[src/rtl/core/rvm_pkg.sv]
// Shared types and constants for the register VM instruction executor.
`default_nettype none

package rvm_pkg;

    // Register file geometry and datapath widths.
    localparam int NUM_REGS  = 32;
    localparam int REG_IDX_W = (NUM_REGS > 1) ? $clog2(NUM_REGS) : 1;
    localparam int DATA_W    = 64;
    localparam int FIELD_W   = 16;
    localparam int OUT_IDX_W = 5;
    localparam int ALU_W     = DATA_W + 2;
    localparam int CNT_W     = $clog2(DATA_W);

    // Opcodes carried in the mode field.
    typedef enum logic [3:0] {
        OP_CONST = 4'd0,
        OP_MOVE  = 4'd1,
        OP_JUMP  = 4'd2,
        OP_JNLT  = 4'd3,
        OP_JNEQ  = 4'd4,
        OP_ADD   = 4'd5,
        OP_REM   = 4'd6,
        OP_NOP   = 4'd7,
        OP_END   = 4'd8
    } op_t;

    // Status codes reported with each result word.
    typedef enum logic [1:0] {
        ST_OK      = 2'd0,
        ST_DIVZERO = 2'd1,
        ST_RANGE   = 2'd2
    } status_t;

    // Sequencer states.
    typedef enum logic [2:0] {
        S_IDLE,
        S_READ,
        S_EXEC,
        S_ABSY,
        S_STEP,
        S_SIGN,
        S_FINISH
    } state_t;

    // Register file read request.
    typedef struct packed {
        logic                 en;
        logic [REG_IDX_W-1:0] addr0;
        logic [REG_IDX_W-1:0] addr1;
    } rf_rd_t;

    // Register file write request.
    typedef struct packed {
        logic                 en;
        logic [REG_IDX_W-1:0] addr;
        logic [DATA_W-1:0]    data;
    } rf_wr_t;

    // Register file read data.
    typedef struct packed {
        logic [DATA_W-1:0] data0;
        logic [DATA_W-1:0] data1;
    } rf_rdata_t;

endpackage

`default_nettype wire

[src/rtl/core/rvm_regfile.sv]
// Register file memory with two registered read ports and per-entry valid bits.
`default_nettype none

module rvm_regfile
(
    input  wire logic              clk,
    input  wire logic              rst_n,
    input  wire rvm_pkg::rf_rd_t    rd,
    input  wire rvm_pkg::rf_wr_t    wr,
    output rvm_pkg::rf_rdata_t      rdata
);

    logic [rvm_pkg::DATA_W-1:0]   mem_reg [rvm_pkg::NUM_REGS];
    logic [rvm_pkg::NUM_REGS-1:0] vld_reg;
    logic [rvm_pkg::DATA_W-1:0]   d0_reg;
    logic [rvm_pkg::DATA_W-1:0]   d1_reg;
    logic                         v0_reg;
    logic                         v1_reg;

    // Memory write and registered reads.
    always_ff @(posedge clk)
    begin
        if (wr.en)
        begin
            mem_reg[wr.addr] <= wr.data;
        end
        if (rd.en)
        begin
            d0_reg <= mem_reg[rd.addr0];
            d1_reg <= mem_reg[rd.addr1];
        end
    end

    // Valid bits mark entries written since reset; others read as zero.
    always_ff @(posedge clk or negedge rst_n)
    begin
        if (!rst_n)
        begin
            vld_reg <= '0;
            v0_reg  <= 1'b0;
            v1_reg  <= 1'b0;
        end
        else
        begin
            if (wr.en)
            begin
                vld_reg[wr.addr] <= 1'b1;
            end
            if (rd.en)
            begin
                v0_reg <= vld_reg[rd.addr0];
                v1_reg <= vld_reg[rd.addr1];
            end
        end
    end

    // Entries never written since reset read as zero.
    assign rdata.data0 = v0_reg ? d0_reg : '0;
    assign rdata.data1 = v1_reg ? d1_reg : '0;

endmodule

`default_nettype wire
[config.mk]
export PLATFORM = sky130hd
export DESIGN_NAME = rvm_regfile
export DESIGN_NICKNAME = d
export VERILOG_FILES = /design/src/rtl/core/rvm_pkg.sv /design/src/rtl/core/rvm_regfile.sv
export SDC_FILE = /design/constraint.sdc
export NUM_CORES = 2
export LEC_CHECK = 0
export ABC_AREA = 0
export CAP_MARGIN = 20
export CORE_ASPECT_RATIO = 0.5
export CORE_MARGIN = 2
export CORE_UTILIZATION = 30
export CTS_CLUSTER_SIZE = 25
export DETAILED_ROUTE_END_ITERATION = 10
export DONT_BUFFER_PORTS = 1
export PLACE_DENSITY_LB_ADDON = 0.1
export RECOVER_POWER = 100
export REMOVE_ABC_BUFFERS = 1
export SLEW_MARGIN = 20
export SYNTH_ARGS = -nofsm -noshare
export SYNTH_HDL_FRONTEND = slang
export SYNTH_SLANG_ARGS = --single-unit
[constraint.sdc]
create_clock -name clk -period 2.1 [get_ports clk]
set_input_delay 0.21 -clock clk [delete_from_list [all_inputs] [get_ports clk]]
set_output_delay 0.21 -clock clk [all_outputs]
set_load 0.02 [all_outputs]
==> summary.md <==
| Metric | Value |
|---|---|
| Drt via density | `5.60` |
| All-Layer GR Usage | `0.204` |
| Leading post-synthesis cells by cell area | `edfxtp_1, mux4_2, mux2_2` |
| Initial antenna violation count | `15` |
| Row cnt | `149` |
| Final hold violations | `157` |
| Share of cells above drive strength 1 | `0.442` |
| Post-synth top area cell | `edfxtp_1` |
| Pin count of the biggest net entering global routing | `524` |
| Placed cell areas | `109000 µm²` |
| Vias in the first global route | `54894` |
| RSZ-0062 raised after global routing | `true` |
| Slowest-stage cell, CP | `dfrtp_4` |
| I/O pins | `211` |
| Clk slew on worst S/H paths | `60 ps` |
| Core Area | `331000 µm²` |
| First-pass GRT wire length | `479000 µm` |
| Max reg flops | `2048` |
| PnR worst setup slack | `-198 ps` |
| Yosys synthesis warning count | `0` |
| CTS Root Cell | `clkbuf_16` |
| CP Data Arrival Time | `2090 ps` |
| Die W | `820 µm` |
| Final Max Tran Viols | `89` |
| Largest delay contributor family on the critical path | `flip-flops` |
| CTS tree | `yes` |
| CP peak stage delay | `510 ps` |
| Slew headroom | `-0.181` |
| R2R Setup Slk | `0 ps` |
| Leak pwr | `0.0363 µW` |
| Pwr Density | `853 nW/µm²` |
| Critical path required time | `1890 ps` |
| Final net count | `4821` |
| Failing checks | `negative hold slack, max-slew violations, negative setup slack` |
| CTS Buffer Depth | `4` |
| Pre-antenna DRT Iters | `7` |
| Vias | `52532` |
| Port bufs | `0` |
| Final Skew | `33.6 ps` |
| Die area | `338000 µm²` |
| Sequential share of the synthesized area | `0.662` |
| Post-Route WL | `354000 µm` |
| Crit-path cells | `buf_4 > clkbuf_16 > and2_4` |
| Hpwl dp | `183000 µm` |
| WHS | `-582 ps` |
| Clk sinks | `2210` |
| CP Max Fanout | `5` |
| Worst path depth | `3` |
| Initial DRC count | `5816` |
| Final Wtd Congestion | `0.752` |
| Post-Place Setup Slack | `-1240 ps` |
| Status | `complete, but fails checks` |
| Total CTS buffers | `229` |
| R2R cell count | `3` |
| CTS H-tree depth | `4` |
| Fmax | `0.435 GHz` |
| WP buf/inv | `2` |
| Flops & latches, synth | `2210` |
| Die Y | `412 µm` |
| Mapped Cells | `4362` |
| Synth Cell Area | `100000 µm²` |
| Setup TNS | `-36060 ps` |
| Commonest non-fill, non-tap cell in the layout | `edfxtp_1` |
| Worst-skew pair later-pin latency | `910 ps` |
| Critical Path End | `rdata[32]` |
| Top cell type's share of synthesized area | `0.654` |
| Reg-to-Reg End | `d0_reg[18]$_DFFE_PP_` |
| MaxCap Viol Count | `0` |
| Critical Path Start Type | `register` |
| Antenna violation net count after detailed routing | `0` |
| Final period util | `1.09` |
| CP endpoint kind | `output pin` |
| DRC | `0` |
| # fillers | `30415` |
| Final min period | `2300 ps` |
| Worst-Margin Slew | `1770 ps` |
| Global route overflow | `0` |
| RR Startpoint | `mem_reg[30][18]$_DFFE_PP_` |
| Initial core utilization | `0.302` |
| Fin area | `117000 µm²` |
| CP startpoint | `v1_reg$_DFFE_PN0P_` |
| Wire length per cell | `37.8 µm` |
| Peak supply drop | `0.000606 V` |
| Unique masters post-synth | `34` |
| Synth-to-Final Area Change | `16.9%` |
| Most frequent cells in the layout | `edfxtp_1, mux4_2, clkbuf_16` |
| HP Class | `input port to register` |
| Crit Path Class | `register to output pin` |
| Synthesized area per cell | `22.9 µm²` |
| Final setup violation count | `548` |
[per-layer routing]
| layer | track usage | part of all wire |
|---|---|---|
| met3 | 0.0274 | 0.052 |
| met2 | 0.333 | 0.48 |
| met1 | 0.295 | 0.45 |
| met4 | 0.0404 | 0.021 |
| met5 | 0 | 0.000045 |
[repair_timing]
| item | 4_1_cts | 5_1_grt |
|---|---|---|
| buffers inserted | 6 | 6 |
| endpoints found under the setup margin | 145 | 261 |
| hold endpoints to repair | 2483 | 1645 |
| cloned | 11 | 11 |
| gates resized for setup | 253 | 26 |
| pin swaps | 4 | 11 |
| hold buffers | 91 | 49 |
[cell usage after synthesis (all sizes together)]
master / number
inv: 1
a211o: 11
mux4: 1211
nand2: 8
a21o: 6
nand3: 3
a211oi: 1
clkbuf: 163
a21oi: 8
a221o: 31
mux2i: 104
o22ai: 42
o21ai: 1
nand2b: 6
or2: 35
nor3b: 3
nor2b: 14
a32o: 1
mux2: 151
dfrtp: 34
nor2: 34
a31o: 3
or3: 1
or3b: 3
o32ai: 1
nand3b: 5
or4: 1
and2: 129
edfxtp: 2176
buf: 174
a2111oi: 1
[logic make-up after synthesis]
| kind of cell | synth area share |
|---|---|
| simple gates | 0.0142 |
| buf+inv | 0.0152 |
| compound gates | 0.00821 |
| flops | 0.662 |
| mux | 0.300 |
[metrics by stage]
stage               utilization  power (µW)  std cells
finish                    0.353       99700       9376
CTS                       0.356      100000       9293
global route              0.353      103000       9370
floorplan                     -       55100       4025
global placement          0.329       57800       8776
detailed placement        0.329       57900       8778
[report_power, final]
part	internal (µW)	switching [µW]	total [µW]
sequential	49500	480	50000
combinational	4550	4710	9260
clock	22800	17700	40500
total	76800	22900	99700
[worst min-delay path by stage]
stage | start | end | slack (ps) | cells past startpoint
final | rd[10] | d0_reg[51]$_DFFE_PP_ | -580 | 0
after global routing | rd[10] | d0_reg[55]$_DFFE_PP_ | -630 | 0
after CTS | rd[10] | d0_reg[51]$_DFFE_PP_ | -660 | 0
after detailed placement | rst_n | vld_reg[25]$_DFFE_PN0P_ | -70 | 0
after global placement | rst_n | vld_reg[25]$_DFFE_PN0P_ | -70 | 0
after floorplan | rst_n | v0_reg$_DFFE_PN0P_ | -90 | 0
[worst reg2reg max path, stage by stage, from the launching register on]
cell,delay (ps)
edfxtp_1,390
mux4_2,480
mux4_2,520
mux2_1,410
[cell type report]
class	instances	area, µm²	share of cell area
Clock inverter	126	1100	0.00943
Inverter	1	3.75	0.0000321
Timing Repair Buffer	482	5230	0.0448
Sequential cell	2210	66200	0.567
Tap cell	4454	5570	0.0477
Antenna cell	8	20.0	0.000171
Multi-Input combinational cell	1814	32700	0.279
Clock buffer	281	6050	0.0518
No activity file was read; power rests on OpenSTA's default activity.
